### src/hw/rtl/thread_slot_scheduler_assert.svh
// Assertion macros for the thread slot scheduler.
// Included by the top level; needs no other file.
`ifndef THREAD_SLOT_SCHEDULER_ASSERT_SVH
`define THREAD_SLOT_SCHEDULER_ASSERT_SVH

// Same-cycle implication, disabled while reset is asserted.
`define TSS_ASSERT_NOW(lbl, clk, rstn, pre, post) \
  lbl: assert property (@(posedge clk) disable iff (!rstn) (pre) |-> (post)) \
    else $error("thread_slot_scheduler: same-cycle check failed");

// Next-cycle implication, disabled while reset is asserted.
`define TSS_ASSERT_NEXT(lbl, clk, rstn, pre, post) \
  lbl: assert property (@(posedge clk) disable iff (!rstn) (pre) |=> (post)) \
    else $error("thread_slot_scheduler: next-cycle check failed");

`endif

### src/hw/rtl/tss_pkg.sv
// Shared constants, codes and control structs of the thread slot scheduler.
// No dependencies.
`default_nettype none

package tss_pkg;

  localparam int THREADS    = 8;
  localparam int SLOT_W     = 3;
  localparam int CNT_W      = SLOT_W + 1;
  localparam int LEVELS     = 40;
  localparam int LEVEL_W    = 6;
  localparam int BASE_LEVEL = 20;
  localparam int TICKET_W   = 16;
  localparam int SUM_W      = TICKET_W + SLOT_W;
  localparam int TIME_W     = 48;
  localparam int THR_W      = 24;
  localparam int RND_W      = 32;
  localparam int CFG_IDX_W  = 1;
  localparam int CFG_W      = 24;
  localparam int THR_RESET  = 10000;

  // Slot states.
  localparam logic [1:0] SLOT_UNUSED  = 2'd0;
  localparam logic [1:0] SLOT_READY   = 2'd1;
  localparam logic [1:0] SLOT_RUNNING = 2'd2;

  // Request kinds.
  localparam logic [1:0] KIND_CREATE   = 2'd0;
  localparam logic [1:0] KIND_SCHEDULE = 2'd1;
  localparam logic [1:0] KIND_EXIT     = 2'd2;

  // Scheduling modes.
  localparam logic [1:0] MODE_RR      = 2'd0;
  localparam logic [1:0] MODE_PRIO    = 2'd1;
  localparam logic [1:0] MODE_LOTTERY = 2'd2;

  // Result status codes.
  localparam logic [1:0] RES_OK   = 2'd0;
  localparam logic [1:0] RES_FULL = 2'd1;
  localparam logic [1:0] RES_NONE = 2'd2;

  // Register indexes.
  localparam logic [CFG_IDX_W-1:0] REG_MODE = 1'b0;
  localparam logic [CFG_IDX_W-1:0] REG_THR  = 1'b1;

  // Commands from the controller to the datapath.
  typedef struct packed {
    logic              load;
    logic              create;
    logic              ignore;
    logic              exit_rm;
    logic              sched_start;
    logic              rr_pick;
    logic              age;
    logic              pri_level;
    logic              pri_pick;
    logic              lot_acc;
    logic              div_init;
    logic              div_step;
    logic              lot_scan;
    logic              commit;
    logic              emit;
    logic [SLOT_W-1:0] idx;
  } tss_cmd_t;

  // Status from the datapath to the controller.
  typedef struct packed {
    logic [1:0] kind;
    logic [1:0] mode;
    logic       total_zero;
    logic       out_busy;
  } tss_stat_t;

  // Level of a new thread: priority plus base level, saturated to the level range.
  function automatic logic [LEVEL_W-1:0] clamp_level(input logic signed [LEVEL_W-1:0] p);
    logic signed [LEVEL_W:0] v;
    logic [LEVEL_W-1:0]      r;
    v = $signed({p[LEVEL_W-1], p}) + $signed((LEVEL_W+1)'(BASE_LEVEL));
    if (v < $signed((LEVEL_W+1)'(0))) begin
      r = '0;
    end else if (v > $signed((LEVEL_W+1)'(LEVELS - 1))) begin
      r = LEVEL_W'(LEVELS - 1);
    end else begin
      r = v[LEVEL_W-1:0];
    end
    return r;
  endfunction

endpackage

`default_nettype wire

### src/hw/rtl/tss_req_if.sv
// Request channel of the thread slot scheduler: valid, ready and request fields.
// Depends on tss_pkg.
`default_nettype none

interface tss_req_if;
  logic                                 valid;
  logic                                 ready;
  logic [1:0]                           kind;
  logic signed [tss_pkg::LEVEL_W-1:0]   create_priority;
  logic [tss_pkg::TICKET_W-1:0]         create_tickets;
  logic [tss_pkg::TIME_W-1:0]           now_us;
  logic [tss_pkg::RND_W-1:0]            random_value;

  modport source (output valid, kind, create_priority, create_tickets, now_us, random_value,
                  input ready);
  modport sink (input valid, kind, create_priority, create_tickets, now_us, random_value,
                output ready);
endinterface

`default_nettype wire

### src/hw/rtl/tss_rsp_if.sv
// Result channel of the thread slot scheduler: valid, ready and result fields.
// Depends on tss_pkg.
`default_nettype none

interface tss_rsp_if;
  logic                         valid;
  logic                         ready;
  logic [1:0]                   status;
  logic                         switched;
  logic [tss_pkg::SLOT_W-1:0]   prev_thread;
  logic [tss_pkg::SLOT_W-1:0]   next_thread;
  logic [tss_pkg::SLOT_W-1:0]   new_slot;

  modport source (output valid, status, switched, prev_thread, next_thread, new_slot,
                  input ready);
  modport sink (input valid, status, switched, prev_thread, next_thread, new_slot,
                output ready);
endinterface

`default_nettype wire

### src/hw/rtl/tss_ctrl.sv
// Controller state machine of the thread slot scheduler.
// Depends on tss_pkg; drives the datapath through tss_cmd_t.
`default_nettype none

module tss_ctrl (
  input  wire logic               clk_i,
  input  wire logic               rst_ni,
  input  wire logic               req_valid_i,
  output logic                    req_ready_o,
  input  wire tss_pkg::tss_stat_t stat_i,
  output tss_pkg::tss_cmd_t       cmd_o
);

  localparam logic [3:0] S_IDLE     = 4'd0;
  localparam logic [3:0] S_DISPATCH = 4'd1;
  localparam logic [3:0] S_EXIT     = 4'd2;
  localparam logic [3:0] S_SCHED    = 4'd3;
  localparam logic [3:0] S_AGE      = 4'd4;
  localparam logic [3:0] S_PLVL     = 4'd5;
  localparam logic [3:0] S_PPICK    = 4'd6;
  localparam logic [3:0] S_LSUM     = 4'd7;
  localparam logic [3:0] S_LINIT    = 4'd8;
  localparam logic [3:0] S_LDIV     = 4'd9;
  localparam logic [3:0] S_LSCAN    = 4'd10;
  localparam logic [3:0] S_COMMIT   = 4'd11;
  localparam logic [3:0] S_DONE     = 4'd12;

  localparam int DIV_STEPS = tss_pkg::RND_W;
  localparam int CTR_W     = $clog2(DIV_STEPS);

  logic [3:0]       state_q, state_d;
  logic [CTR_W-1:0] cnt_q, cnt_d;

  // Next state, loop counter and commands.
  always_comb begin
    state_d     = state_q;
    cnt_d       = cnt_q;
    cmd_o       = '0;
    cmd_o.idx   = cnt_q[tss_pkg::SLOT_W-1:0];
    req_ready_o = (state_q == S_IDLE);
    case (state_q)
      S_IDLE: begin
        if (req_valid_i) begin
          cmd_o.load = 1'b1;
          state_d    = S_DISPATCH;
        end
      end
      S_DISPATCH: begin
        case (stat_i.kind)
          tss_pkg::KIND_CREATE: begin
            cmd_o.create = 1'b1;
            state_d      = S_DONE;
          end
          tss_pkg::KIND_SCHEDULE: state_d = S_SCHED;
          tss_pkg::KIND_EXIT:     state_d = S_EXIT;
          default: begin
            cmd_o.ignore = 1'b1;
            state_d      = S_DONE;
          end
        endcase
      end
      S_EXIT: begin
        cmd_o.exit_rm = 1'b1;
        state_d       = S_SCHED;
      end
      S_SCHED: begin
        cmd_o.sched_start = 1'b1;
        cnt_d             = '0;
        case (stat_i.mode)
          tss_pkg::MODE_PRIO:    state_d = S_AGE;
          tss_pkg::MODE_LOTTERY: state_d = S_LSUM;
          default:               state_d = S_DISPATCH;
        endcase
        if (stat_i.mode != tss_pkg::MODE_PRIO && stat_i.mode != tss_pkg::MODE_LOTTERY) begin
          state_d = S_COMMIT;
        end
      end
      S_AGE: begin
        cmd_o.age = 1'b1;
        cnt_d     = cnt_q + CTR_W'(1);
        if (cnt_q == CTR_W'(tss_pkg::THREADS - 1)) begin
          state_d = S_PLVL;
        end
      end
      S_PLVL: begin
        cmd_o.pri_level = 1'b1;
        state_d         = S_PPICK;
      end
      S_PPICK: begin
        cmd_o.pri_pick = 1'b1;
        state_d        = S_COMMIT;
      end
      S_LSUM: begin
        cmd_o.lot_acc = 1'b1;
        cnt_d         = cnt_q + CTR_W'(1);
        if (cnt_q == CTR_W'(tss_pkg::THREADS - 1)) begin
          cnt_d   = '0;
          state_d = S_LINIT;
        end
      end
      S_LINIT: begin
        if (stat_i.total_zero) begin
          state_d = S_COMMIT;
        end else begin
          cmd_o.div_init = 1'b1;
          state_d        = S_LDIV;
        end
      end
      S_LDIV: begin
        cmd_o.div_step = 1'b1;
        cnt_d          = cnt_q + CTR_W'(1);
        if (cnt_q == CTR_W'(DIV_STEPS - 1)) begin
          cnt_d   = '0;
          state_d = S_LSCAN;
        end
      end
      S_LSCAN: begin
        cmd_o.lot_scan = 1'b1;
        cnt_d          = cnt_q + CTR_W'(1);
        if (cnt_q == CTR_W'(tss_pkg::THREADS - 1)) begin
          state_d = S_COMMIT;
        end
      end
      S_COMMIT: begin
        cmd_o.commit = 1'b1;
        state_d      = S_DONE;
      end
      S_DONE: begin
        if (!stat_i.out_busy) begin
          cmd_o.emit = 1'b1;
          state_d    = S_IDLE;
        end
      end
      default: state_d = S_IDLE;
    endcase
    if (state_q == S_SCHED && stat_i.mode != tss_pkg::MODE_PRIO &&
        stat_i.mode != tss_pkg::MODE_LOTTERY) begin
      cmd_o.rr_pick = 1'b1;
    end
  end

  // State and counter registers.
  always_ff @(posedge clk_i or negedge rst_ni) begin
    if (!rst_ni) begin
      state_q <= S_IDLE;
      cnt_q   <= '0;
    end else begin
      state_q <= state_d;
      cnt_q   <= cnt_d;
    end
  end

endmodule

`default_nettype wire

### src/hw/rtl/tss_dp.sv
// Datapath of the thread slot scheduler: slot table, queue ranks, lottery divider,
// configuration and result registers. Depends on tss_pkg; driven by tss_ctrl.
`default_nettype none

module tss_dp (
  input  wire logic                                clk_i,
  input  wire logic                                rst_ni,
  input  wire tss_pkg::tss_cmd_t                   cmd_i,
  output tss_pkg::tss_stat_t                       stat_o,
  input  wire logic                                cfg_we_i,
  input  wire logic [tss_pkg::CFG_IDX_W-1:0]       cfg_idx_i,
  input  wire logic [tss_pkg::CFG_W-1:0]           cfg_wdata_i,
  input  wire logic [1:0]                          req_kind_i,
  input  wire logic signed [tss_pkg::LEVEL_W-1:0]  req_prio_i,
  input  wire logic [tss_pkg::TICKET_W-1:0]        req_tickets_i,
  input  wire logic [tss_pkg::TIME_W-1:0]          req_now_i,
  input  wire logic [tss_pkg::RND_W-1:0]           req_rnd_i,
  input  wire logic                                rsp_ready_i,
  output logic                                     rsp_valid_o,
  output logic [1:0]                               rsp_status_o,
  output logic                                     rsp_switched_o,
  output logic [tss_pkg::SLOT_W-1:0]               rsp_prev_o,
  output logic [tss_pkg::SLOT_W-1:0]               rsp_next_o,
  output logic [tss_pkg::SLOT_W-1:0]               rsp_new_o
);

  localparam int N  = tss_pkg::THREADS;
  localparam int SW = tss_pkg::SLOT_W;
  localparam int LW = tss_pkg::LEVEL_W;
  localparam int CW = tss_pkg::CNT_W;
  localparam int UW = tss_pkg::SUM_W;

  // Slot table; rank is the position of a slot in the queue of its level.
  logic [1:0]                   status_q  [N];
  logic [LW-1:0]                level_q   [N];
  logic [SW-1:0]                rank_q    [N];
  logic [tss_pkg::TICKET_W-1:0] tickets_q [N];
  logic [tss_pkg::TIME_W-1:0]   started_q [N];
  logic [SW-1:0]                running_q;

  // Configuration.
  logic [1:0]                   mode_q;
  logic [tss_pkg::THR_W-1:0]    thr_q;

  // Request copy.
  logic [1:0]                   kind_q;
  logic signed [LW-1:0]         prio_q;
  logic [tss_pkg::TICKET_W-1:0] tick_q;
  logic [tss_pkg::TIME_W-1:0]   now_q;
  logic [SW-1:0]                prev_q;

  // Scheduling work registers.
  logic [SW-1:0]                pick_q;
  logic                         pick_vld_q;
  logic [LW-1:0]                best_q;
  logic                         best_vld_q;
  logic [UW-1:0]                total_q;
  logic [UW-1:0]                sum_q;
  logic [UW-1:0]                rem_q;
  logic [tss_pkg::RND_W-1:0]    dvd_q;

  // Result and output registers.
  logic [1:0]                   res_status_q;
  logic                         res_sw_q;
  logic [SW-1:0]                res_next_q;
  logic [SW-1:0]                res_new_q;
  logic                         out_vld_q;
  logic [1:0]                   out_status_q;
  logic                         out_sw_q;
  logic [SW-1:0]                out_prev_q;
  logic [SW-1:0]                out_next_q;
  logic [SW-1:0]                out_new_q;

  logic                         out_busy;
  assign out_busy = out_vld_q && !rsp_ready_i;

  assign stat_o.kind       = kind_q;
  assign stat_o.mode       = mode_q;
  assign stat_o.total_zero = (total_q == '0);
  assign stat_o.out_busy   = out_busy;

  assign rsp_valid_o    = out_vld_q;
  assign rsp_status_o   = out_status_q;
  assign rsp_switched_o = out_sw_q;
  assign rsp_prev_o     = out_prev_q;
  assign rsp_next_o     = out_next_q;
  assign rsp_new_o      = out_new_q;

  // Create: first unused slot, its level and its place at the tail of that queue.
  logic          free_vld;
  logic [SW-1:0] free_slot;
  logic [LW-1:0] new_level;
  logic [CW-1:0] new_rank;
  always_comb begin
    free_vld  = 1'b0;
    free_slot = '0;
    new_level = tss_pkg::clamp_level(prio_q);
    new_rank  = '0;
    for (int j = N - 1; j >= 0; j--) begin
      if (status_q[j] == tss_pkg::SLOT_UNUSED) begin
        free_vld  = 1'b1;
        free_slot = SW'(j);
      end
    end
    for (int j = 0; j < N; j++) begin
      if (status_q[j] != tss_pkg::SLOT_UNUSED && level_q[j] == new_level) begin
        new_rank = new_rank + CW'(1);
      end
    end
  end

  // Exit: the running slot leaves its queue unless it is slot 0 or already unused.
  logic rm_ok;
  assign rm_ok = (running_q != '0) && (status_q[running_q] != tss_pkg::SLOT_UNUSED);

  // Aging of one slot: wait against threshold, and its tail place one level up.
  logic [tss_pkg::TIME_W-1:0] age_wait;
  logic                       age_hit;
  logic [LW-1:0]              age_lvl;
  logic [CW-1:0]              age_rank;
  always_comb begin
    age_wait = now_q - started_q[cmd_i.idx];
    age_lvl  = level_q[cmd_i.idx] - LW'(1);
    age_hit  = (status_q[cmd_i.idx] == tss_pkg::SLOT_READY) && (cmd_i.idx != running_q) &&
               (age_wait >= tss_pkg::TIME_W'(thr_q)) && (level_q[cmd_i.idx] != '0);
    age_rank = '0;
    for (int j = 0; j < N; j++) begin
      if (SW'(j) != cmd_i.idx && status_q[j] != tss_pkg::SLOT_UNUSED &&
          level_q[j] == age_lvl) begin
        age_rank = age_rank + CW'(1);
      end
    end
  end

  // Priority: best level holding a ready slot.
  logic [LW-1:0] lvl_min;
  logic          lvl_vld;
  always_comb begin
    lvl_min = '0;
    lvl_vld = 1'b0;
    for (int j = 0; j < N; j++) begin
      if (status_q[j] == tss_pkg::SLOT_READY && (!lvl_vld || level_q[j] < lvl_min)) begin
        lvl_min = level_q[j];
        lvl_vld = 1'b1;
      end
    end
  end

  // Priority: last ready slot of the best queue, and the queue length.
  logic [SW-1:0] pp_slot;
  logic [SW-1:0] pp_rank;
  logic          pp_vld;
  logic [CW-1:0] pp_len;
  always_comb begin
    pp_slot = '0;
    pp_rank = '0;
    pp_vld  = 1'b0;
    pp_len  = '0;
    for (int j = 0; j < N; j++) begin
      if (status_q[j] != tss_pkg::SLOT_UNUSED && level_q[j] == best_q) begin
        pp_len = pp_len + CW'(1);
      end
      if (status_q[j] == tss_pkg::SLOT_READY && level_q[j] == best_q &&
          (!pp_vld || rank_q[j] > pp_rank)) begin
        pp_slot = SW'(j);
        pp_rank = rank_q[j];
        pp_vld  = 1'b1;
      end
    end
  end

  // Round robin: first ready slot from the running slot onward.
  logic [SW-1:0] rr_slot;
  logic          rr_vld;
  always_comb begin
    logic [SW-1:0] p;
    rr_slot = '0;
    rr_vld  = 1'b0;
    for (int k = 0; k < N; k++) begin
      p = running_q + SW'(k);
      if (!rr_vld && status_q[p] == tss_pkg::SLOT_READY) begin
        rr_slot = p;
        rr_vld  = 1'b1;
      end
    end
  end

  // Lottery: one divider step and one scan step.
  logic [UW:0]   div_sh;
  logic [UW-1:0] scan_sum;
  assign div_sh   = {rem_q, dvd_q[tss_pkg::RND_W-1]};
  assign scan_sum = sum_q + UW'(tickets_q[cmd_i.idx]);

  logic do_switch;
  assign do_switch = pick_vld_q && (pick_q != running_q);

  // Configuration registers.
  always_ff @(posedge clk_i or negedge rst_ni) begin
    if (!rst_ni) begin
      mode_q <= tss_pkg::MODE_RR;
      thr_q  <= tss_pkg::THR_W'(tss_pkg::THR_RESET);
    end else if (cfg_we_i) begin
      case (cfg_idx_i)
        tss_pkg::REG_MODE: mode_q <= cfg_wdata_i[1:0];
        tss_pkg::REG_THR:  thr_q  <= cfg_wdata_i[tss_pkg::THR_W-1:0];
        default: ;
      endcase
    end
  end

  // Slot table updates.
  always_ff @(posedge clk_i or negedge rst_ni) begin
    if (!rst_ni) begin
      for (int j = 0; j < N; j++) begin
        status_q[j]  <= tss_pkg::SLOT_UNUSED;
        level_q[j]   <= LW'(tss_pkg::BASE_LEVEL);
        rank_q[j]    <= '0;
        tickets_q[j] <= '0;
        started_q[j] <= '0;
      end
      status_q[0] <= tss_pkg::SLOT_RUNNING;
      running_q   <= '0;
    end else begin
      if (cmd_i.create && free_vld) begin
        status_q[free_slot]  <= tss_pkg::SLOT_READY;
        level_q[free_slot]   <= new_level;
        rank_q[free_slot]    <= new_rank[SW-1:0];
        tickets_q[free_slot] <= tick_q;
      end
      if (cmd_i.exit_rm && rm_ok) begin
        for (int j = 0; j < N; j++) begin
          if (status_q[j] != tss_pkg::SLOT_UNUSED && level_q[j] == level_q[running_q] &&
              rank_q[j] > rank_q[running_q]) begin
            rank_q[j] <= rank_q[j] - SW'(1);
          end
        end
        status_q[running_q] <= tss_pkg::SLOT_UNUSED;
      end
      if (cmd_i.age && age_hit) begin
        for (int j = 0; j < N; j++) begin
          if (status_q[j] != tss_pkg::SLOT_UNUSED && level_q[j] == level_q[cmd_i.idx] &&
              rank_q[j] > rank_q[cmd_i.idx]) begin
            rank_q[j] <= rank_q[j] - SW'(1);
          end
        end
        level_q[cmd_i.idx]   <= age_lvl;
        rank_q[cmd_i.idx]    <= age_rank[SW-1:0];
        started_q[cmd_i.idx] <= now_q;
      end
      // Rotate the best queue left by one: the head moves to the tail.
      if (cmd_i.pri_pick && best_vld_q) begin
        for (int j = 0; j < N; j++) begin
          if (status_q[j] != tss_pkg::SLOT_UNUSED && level_q[j] == best_q) begin
            if (rank_q[j] == '0) begin
              rank_q[j] <= SW'(pp_len - CW'(1));
            end else begin
              rank_q[j] <= rank_q[j] - SW'(1);
            end
          end
        end
      end
      if (cmd_i.commit && do_switch) begin
        if (status_q[running_q] != tss_pkg::SLOT_UNUSED) begin
          status_q[running_q] <= tss_pkg::SLOT_READY;
        end
        status_q[pick_q]  <= tss_pkg::SLOT_RUNNING;
        started_q[pick_q] <= now_q;
        running_q         <= pick_q;
      end
    end
  end

  // Request copy, pick and lottery registers.
  always_ff @(posedge clk_i) begin
    if (cmd_i.load) begin
      kind_q <= req_kind_i;
      prio_q <= req_prio_i;
      tick_q <= req_tickets_i;
      now_q  <= req_now_i;
      dvd_q  <= req_rnd_i;
      prev_q <= running_q;
    end
    if (cmd_i.sched_start) begin
      pick_vld_q <= 1'b0;
      total_q    <= '0;
      sum_q      <= '0;
    end
    if (cmd_i.rr_pick) begin
      pick_q     <= rr_slot;
      pick_vld_q <= rr_vld;
    end
    if (cmd_i.pri_level) begin
      best_q     <= lvl_min;
      best_vld_q <= lvl_vld;
    end
    if (cmd_i.pri_pick) begin
      pick_q     <= pp_slot;
      pick_vld_q <= best_vld_q && pp_vld;
    end
    if (cmd_i.lot_acc && status_q[cmd_i.idx] == tss_pkg::SLOT_READY) begin
      total_q <= total_q + UW'(tickets_q[cmd_i.idx]);
    end
    if (cmd_i.div_init) begin
      rem_q <= '0;
    end
    // Restoring division: one quotient bit per step, only the remainder is kept.
    if (cmd_i.div_step) begin
      dvd_q <= {dvd_q[tss_pkg::RND_W-2:0], 1'b0};
      if (div_sh >= {1'b0, total_q}) begin
        rem_q <= UW'(div_sh - {1'b0, total_q});
      end else begin
        rem_q <= div_sh[UW-1:0];
      end
    end
    if (cmd_i.lot_scan && status_q[cmd_i.idx] == tss_pkg::SLOT_READY) begin
      sum_q <= scan_sum;
      if (!pick_vld_q && scan_sum > rem_q) begin
        pick_q     <= cmd_i.idx;
        pick_vld_q <= 1'b1;
      end
    end
  end

  // Result registers.
  always_ff @(posedge clk_i) begin
    if (cmd_i.create) begin
      res_status_q <= free_vld ? tss_pkg::RES_OK : tss_pkg::RES_FULL;
      res_sw_q     <= 1'b0;
      res_next_q   <= running_q;
      res_new_q    <= free_vld ? free_slot : '0;
    end
    if (cmd_i.ignore) begin
      res_status_q <= tss_pkg::RES_OK;
      res_sw_q     <= 1'b0;
      res_next_q   <= running_q;
      res_new_q    <= '0;
    end
    if (cmd_i.commit) begin
      res_status_q <= do_switch ? tss_pkg::RES_OK : tss_pkg::RES_NONE;
      res_sw_q     <= do_switch;
      res_next_q   <= do_switch ? pick_q : running_q;
      res_new_q    <= '0;
    end
  end

  // Output register, freed when the consumer takes the result.
  always_ff @(posedge clk_i or negedge rst_ni) begin
    if (!rst_ni) begin
      out_vld_q <= 1'b0;
    end else if (cmd_i.emit) begin
      out_vld_q <= 1'b1;
    end else if (rsp_ready_i) begin
      out_vld_q <= 1'b0;
    end
  end

  always_ff @(posedge clk_i) begin
    if (cmd_i.emit) begin
      out_status_q <= res_status_q;
      out_sw_q     <= res_sw_q;
      out_prev_q   <= prev_q;
      out_next_q   <= res_next_q;
      out_new_q    <= res_new_q;
    end
  end

endmodule

`default_nettype wire

### src/hw/rtl/thread_slot_scheduler.sv
// Top level of the thread slot scheduler: controller plus datapath.
// Depends on tss_pkg, tss_req_if, tss_rsp_if, tss_ctrl, tss_dp and the assertion header.
//
//   Channel   Direction  Handshake          Carries
//   req_i     in         valid / ready      kind, priority, tickets, time, random draw
//   rsp_o     out        valid / ready      status, switched, prev, next, new slot
//   cfg       in         cfg_we_i only      sched_mode, aging_threshold
//
// One request at a time. Create and ignored kinds pass dispatch and done; round robin
// adds schedule and commit, an exit one state more, priority eight aging steps, one per
// slot, level and pick, lottery eight sums, a 32-step restoring divider and eight scans.
// A new request is taken while the previous result still waits in the output register.
// Reset is asynchronous and active low; no clearing pass follows it.
`default_nettype none
`include "thread_slot_scheduler_assert.svh"

module thread_slot_scheduler (
  input  wire logic                              clk_i,
  input  wire logic                              rst_ni,
  tss_req_if.sink                                req_i,
  tss_rsp_if.source                              rsp_o,
  input  wire logic                              cfg_we_i,
  input  wire logic [tss_pkg::CFG_IDX_W-1:0]     cfg_idx_i,
  input  wire logic [tss_pkg::CFG_W-1:0]         cfg_wdata_i
);

  tss_pkg::tss_cmd_t  cmd;
  tss_pkg::tss_stat_t stat;
  logic               req_ready;

  assign req_i.ready = req_ready;

  tss_ctrl u_ctrl (
    .clk_i       (clk_i),
    .rst_ni      (rst_ni),
    .req_valid_i (req_i.valid),
    .req_ready_o (req_ready),
    .stat_i      (stat),
    .cmd_o       (cmd)
  );

  tss_dp u_dp (
    .clk_i          (clk_i),
    .rst_ni         (rst_ni),
    .cmd_i          (cmd),
    .stat_o         (stat),
    .cfg_we_i       (cfg_we_i),
    .cfg_idx_i      (cfg_idx_i),
    .cfg_wdata_i    (cfg_wdata_i),
    .req_kind_i     (req_i.kind),
    .req_prio_i     (req_i.create_priority),
    .req_tickets_i  (req_i.create_tickets),
    .req_now_i      (req_i.now_us),
    .req_rnd_i      (req_i.random_value),
    .rsp_ready_i    (rsp_o.ready),
    .rsp_valid_o    (rsp_o.valid),
    .rsp_status_o   (rsp_o.status),
    .rsp_switched_o (rsp_o.switched),
    .rsp_prev_o     (rsp_o.prev_thread),
    .rsp_next_o     (rsp_o.next_thread),
    .rsp_new_o      (rsp_o.new_slot)
  );

  // An accepted request leaves the idle state at once.
  `TSS_ASSERT_NEXT(a_busy_after_accept, clk_i, rst_ni, req_i.valid && req_ready, !req_ready)
  // A switch is only reported with an ok status.
  `TSS_ASSERT_NOW(a_switch_ok, clk_i, rst_ni, rsp_o.valid && rsp_o.switched,
                  rsp_o.status == tss_pkg::RES_OK)
  // Without a ready thread the running slot stays as it was.
  `TSS_ASSERT_NOW(a_none_keeps, clk_i, rst_ni,
                  rsp_o.valid && rsp_o.status == tss_pkg::RES_NONE,
                  rsp_o.next_thread == rsp_o.prev_thread && !rsp_o.switched)

endmodule

`default_nettype wire

### src/flat_wrapper.sv
// flat-port wrapper written by rule: the top's interface ports become plain ports
module thread_slot_scheduler_flat 
  (clk_i, rst_ni, cfg_we_i, cfg_idx_i, cfg_wdata_i, req_i_valid, req_i_kind, req_i_create_priority, req_i_create_tickets, req_i_now_us, req_i_random_value, req_i_ready, rsp_o_valid, rsp_o_status, rsp_o_switched, rsp_o_prev_thread, rsp_o_next_thread, rsp_o_new_slot, rsp_o_ready);
  tss_req_if req_i_i ();
  tss_rsp_if rsp_o_i ();
  input  wire logic clk_i;
  input  wire logic rst_ni;
  input  wire logic cfg_we_i;
  input  wire logic [tss_pkg::CFG_IDX_W-1:0] cfg_idx_i;
  input  wire logic [tss_pkg::CFG_W-1:0] cfg_wdata_i;
  input wire logic [$bits(req_i_i.valid)-1:0] req_i_valid;
  input wire logic [$bits(req_i_i.kind)-1:0] req_i_kind;
  input wire logic [$bits(req_i_i.create_priority)-1:0] req_i_create_priority;
  input wire logic [$bits(req_i_i.create_tickets)-1:0] req_i_create_tickets;
  input wire logic [$bits(req_i_i.now_us)-1:0] req_i_now_us;
  input wire logic [$bits(req_i_i.random_value)-1:0] req_i_random_value;
  output wire logic [$bits(req_i_i.ready)-1:0] req_i_ready;
  output wire logic [$bits(rsp_o_i.valid)-1:0] rsp_o_valid;
  output wire logic [$bits(rsp_o_i.status)-1:0] rsp_o_status;
  output wire logic [$bits(rsp_o_i.switched)-1:0] rsp_o_switched;
  output wire logic [$bits(rsp_o_i.prev_thread)-1:0] rsp_o_prev_thread;
  output wire logic [$bits(rsp_o_i.next_thread)-1:0] rsp_o_next_thread;
  output wire logic [$bits(rsp_o_i.new_slot)-1:0] rsp_o_new_slot;
  input wire logic [$bits(rsp_o_i.ready)-1:0] rsp_o_ready;
  assign req_i_i.valid = req_i_valid;
  assign req_i_i.kind = req_i_kind;
  assign req_i_i.create_priority = req_i_create_priority;
  assign req_i_i.create_tickets = req_i_create_tickets;
  assign req_i_i.now_us = req_i_now_us;
  assign req_i_i.random_value = req_i_random_value;
  assign req_i_ready = req_i_i.ready;
  assign rsp_o_valid = rsp_o_i.valid;
  assign rsp_o_status = rsp_o_i.status;
  assign rsp_o_switched = rsp_o_i.switched;
  assign rsp_o_prev_thread = rsp_o_i.prev_thread;
  assign rsp_o_next_thread = rsp_o_i.next_thread;
  assign rsp_o_new_slot = rsp_o_i.new_slot;
  assign rsp_o_i.ready = rsp_o_ready;
  thread_slot_scheduler u_core (.clk_i(clk_i), .rst_ni(rst_ni), .req_i(req_i_i), .rsp_o(rsp_o_i), .cfg_we_i(cfg_we_i), .cfg_idx_i(cfg_idx_i), .cfg_wdata_i(cfg_wdata_i));
endmodule
### config.mk
export PLATFORM = sky130hd
export DESIGN_NAME = thread_slot_scheduler_flat
export DESIGN_NICKNAME = d
export VERILOG_FILES = /design/src/hw/rtl/tss_pkg.sv /design/src/hw/rtl/tss_req_if.sv /design/src/hw/rtl/tss_rsp_if.sv /design/src/hw/rtl/tss_ctrl.sv /design/src/hw/rtl/tss_dp.sv /design/src/hw/rtl/thread_slot_scheduler.sv /design/src/flat_wrapper.sv
export VERILOG_INCLUDE_DIRS = /design/src /design/src/hw/rtl
export SDC_FILE = /design/constraint.sdc
export NUM_CORES = 2
export LEC_CHECK = 0
export BUFFER_PORTS_ARGS = -buffer_cell sky130_fd_sc_hd__buf_2
export CORE_MARGIN = 1
export CORE_UTILIZATION = 56
export CTS_CLUSTER_DIAMETER = 40
export DETAILED_ROUTE_END_ITERATION = 12
export GPL_TIMING_DRIVEN = 1
export PLACE_DENSITY = 0.8
export SLEW_MARGIN = 10
export SYNTH_ARGS = -nofsm -noshare
export SYNTH_HDL_FRONTEND = slang
export SYNTH_SLANG_ARGS = --single-unit
export TNS_END_PERCENT = 30
### constraint.sdc
create_clock -name clk_i -period 13 [get_ports clk_i]
set_input_delay 1.95 -clock clk_i [delete_from_list [all_inputs] [get_ports clk_i]]
set_output_delay 1.95 -clock clk_i [all_outputs]
set_load 0.03 [all_outputs]
==> run_results.csv <==
group,metric,value,unit
cells_and_area,post-route-util,62.8,%
die,die_area,96900,sq um
min_path,holdCritPathClass,"flip-flop to flip-flop",
detailed_routing,dr_wl_met3,18.7,mm
die,rows,113,
setup_path,cp_slowest_stage_delay,0.41,ns
clock_network,cts-root-buf,"clkbuf_16",
global_route,grt_max_degree,154,
setup_path,worst_setup_path_end_kind,"flip-flop",
sta,fin_crit_sh,94.7,%
setup_path,cp.arrival,12.83,ns
placed_design,hpwl,115,mm
outcome,status,"complete, no violations",
sta,timing.final.ws_setup,0.689,ns
global_route,grt_pass1_wl,261,mm
die,io_pins,148,
power_and_ir_drop,ir_drop,0.170,mV
sta,clock_skew,0.0556,ns
placed_design,numPortBuffers,147,
detailed_routing,drc,0,
setup_path,cp_slowest_cell,"dfrtp_2",
yosys,yosysSeqAreaShare,40.7,%
setup_path,start_kind,"flip-flop",
yosys,syn-cell-area,53600,sq um
detailed_routing,drtIter0Drc,5412,
die,coreArea,94900,sq um
yosys,yosys_most_used_dff,"dfrtp_1",
sta,worst_slew_pin_slew,1.35,ns
detailed_routing,topRoutingLayerUsed,"met5",
die,initial_core_util,56.5,%
sta,slew_headroom,9.26,%
clock_network,cts_inserted_buffers,112,
sta,final-hold-violation-count,0,
setup_path,crit_fanout,8,
yosys,ys_ff_latch,835,
detailed_routing,met2_length,77.0,mm
clock_network,path_clk_slew,0.06,ns
run,drv_cap,0,
yosys,synth-warning-count,0,
global_route,grt_pass1_vias,43600,
yosys,synth_edf_count,188,
yosys,ys_types,115,
power_and_ir_drop,pwr_density_cell,218,nW/um^2
detailed_routing,via_per_inst,6.64,
global_route,grt_use_total,34.9,%
clock_network,h-tree-depth,3,
power_and_ir_drop,leakage,26.5,nW
yosys,syn-num-nets,5715,
clock_network,clk_path_buf_depth,3,
global_route,antenna_found_initial,2,
detailed_routing,ant_nets,0,
yosys,ys_async_sr_fraction,76.5,%
cells_and_area,nets,5783,
setup_path,crit_type,"flip-flop to flip-flop",
placed_design,placement.cell_area,55400,sq um
die,die_h,311,um
die,fp.dieW,311,um
detailed_routing,wl_met1,67.4,mm
clock_network,cts_tree,"done",
cells_and_area,area_growth,11.2,%
yosys,syn_inst,5271,
detailed_routing,finalWirelength,173,mm
sta,max_freq,81.2,MHz
global_route,gr-total-overflow,0,
detailed_routing,vias,44500,
clock_network,cts_sinks,835,
sta,fin_crit,12.31,ns
yosys,avgSynthCellArea,10.2,sq um
cells_and_area,fin_area,59500,sq um
detailed_routing,dr.pass1.iters,9,
clock_network,clk_latency,0.73,ns
setup_path,cp_common_cell,"a21o_1",
sta,report.final.setup_viol,0,
placed_design,dp_slack,-0.227,ns
cells_and_area,drive_gt1_share,19.3,%
sta,timing.hold.ws,0.418,ns
setup_path,cp.required,13.52,ns
cells_and_area,n_antenna_cell,0,
sta,maxSlewViolCount,0,
placed_design,place.gp.congestion,1.05,
detailed_routing,wl_per_cell,25.8,um
[cell type report]
class / count / area (sq um)
timing repair buffer: 272 / 1730
tap: 1265 / 1580
fill: 7561 / 35300
clock buffer: 143 / 3130
sequential: 835 / 21800
clock inverter: 68 / 826
inverter: 229 / 860
multi-input combinational: 3889 / 29600
[cells in the mapped netlist, types with 40 or more instances]
master / count / area share [%]
xor2_1: 90 / 1.5
mux2_1: 65 / 1.4
o21a_1: 40 / 0.56
nand2_1: 618 / 4.3
nor2_1: 240 / 1.7
ha_1: 306 / 7.1
nand4_1: 68 / 0.79
inv_1: 223 / 1.6
xnor2_1: 219 / 3.6
a31oi_1: 45 / 0.53
edfxtp_1: 188 / 11
a21oi_1: 182 / 1.7
nand3_1: 82 / 0.77
nor4_1: 42 / 0.49
nand2b_1: 47 / 0.55
a21o_1: 68 / 0.95
a22o_1: 52 / 0.85
and4_1: 58 / 0.95
a22oi_1: 234 / 3.3
dfrtp_1: 617 / 29
mux2_2: 399 / 8.4
o21ai_0: 222 / 2.1
clkbuf_1: 196 / 1.4
mux2i_1: 98 / 1.8
nor3_1: 78 / 0.73
nor2b_1: 70 / 0.82
[critical path: cells and delay by family (launching register included)]
kind,cells,cell delay (ns)
adder cells (fa/ha/maj),7,1.93
multiplexers,5,1.56
AND/OR/NAND/NOR,10,1.74
flip-flops,1,0.41
buffers and inverters,5,0.57
AO/OA/AOI/OAI,32,5.88
[state kept, by name, summed over array words and instances (netlist names), 6 cells and up]
register / count
u_core.u_dp.now_q: 48
u_core.u_dp.best_q: 6
u_core.u_dp.dvd_q: 32
u_core.u_dp.total_q: 19
u_core.u_dp.tickets_q: 128
u_core.u_dp.tick_q: 16
u_core.u_dp.level_q: 48
u_core.u_dp.rem_q: 19
u_core.u_dp.rank_q: 24
u_core.u_dp.prio_q: 6
u_core.u_dp.started_q: 384
u_core.u_dp.status_q: 16
u_core.u_dp.thr_q: 24
u_core.u_dp.sum_q: 19
[layer usage]
metal / up-vias / GRT usage [%]
li1: 19500 / -
met1: 21800 / 45.5
met2: 2600 / 54.1
met3: 629 / 8.31
met4: 2 / 18.0
met5: - / 0
[report_power, final]
part           switching, mW  total [mW]  internal [mW]
Combinational           3.59        5.94           2.35
Clock                   1.31        3.20           1.89
Sequential             0.540        3.85           3.31
[final timing paths]
check / start / end / slack, ns / cells past startpoint
setup / recovery: u_core.u_dp.status_q[14] / u_core.u_dp.best_q[5] / 0.69 / 59
hold / removal: u_core.u_dp.prev_q[1] / u_core.u_dp.rsp_prev_o[1] / 0.42 / 0
setup reg to reg: u_core.u_dp.status_q[14] / u_core.u_dp.best_q[5] / 0.69 / 59
hold reg to reg: u_core.u_dp.prev_q[1] / u_core.u_dp.rsp_prev_o[1] / 0.42 / 0
max in group asynchronous: rst_ni / u_core.u_dp.tickets_q[44] / 8.80 / 4
min in group asynchronous: rst_ni / u_core.u_dp.started_q[68] / 1.32 / 1
[cells by family (layout without fill, tap and decap cells)]
group                      after synthesis  after routing  share of synthesized area, %
AOI/OAI and AO/OA                     1170           1170                          15.3
muxes                                  598            598                          13.1
DFF                                    835            835                          40.7
buffers and inverters                  547            712                          4.46
adders and majority gates              310            310                          7.30
xor gates and xnor gates               323            323                          5.62
and+or+nand+nor                       1488           1488                          13.5
[through the flow]
stage | setup TNS [ns] | total power, mW | instances
3_5_place_dp | -1.30 | 9.54 | 6481
3_3_place_gp | 0 | 9.39 | 6481
5_1_grt | -0.760 | 13.6 | 6701
6_report | 0 | 13.0 | 6701
2_1_floorplan | 0 | 7.81 | 5271
4_1_cts | 0 | 12.8 | 6692
[cells in the final DEF (no fill, tap or decap), drive strengths merged, types with 37 or more instances in the layout]
master and n:
inv 261, nor4 43, and4 58, nor2b 70, xor2 90, nand2b 47, clkbuf 143, mux2i 101
a31oi 46, nor3 80, o21ai 228, a22o 52, buf 272, mux2 465, a21o 68, nand3 82
nand2 619, nand4 68, nor2 245, a22oi 234, and3 37, edfxtp 188, xnor2 221, ha 306
dfrtp 617, o21a 40, a21oi 191
[timing repair]
action / CTS / global route
pin swaps: 0 / 2
hold buffers: 0 / 0
resized for setup: 3 / 25
setup buffers: 0 / 9
endpoints found under the setup margin: 6 / 6
Note: power is estimated with default switching activity, not from simulation.
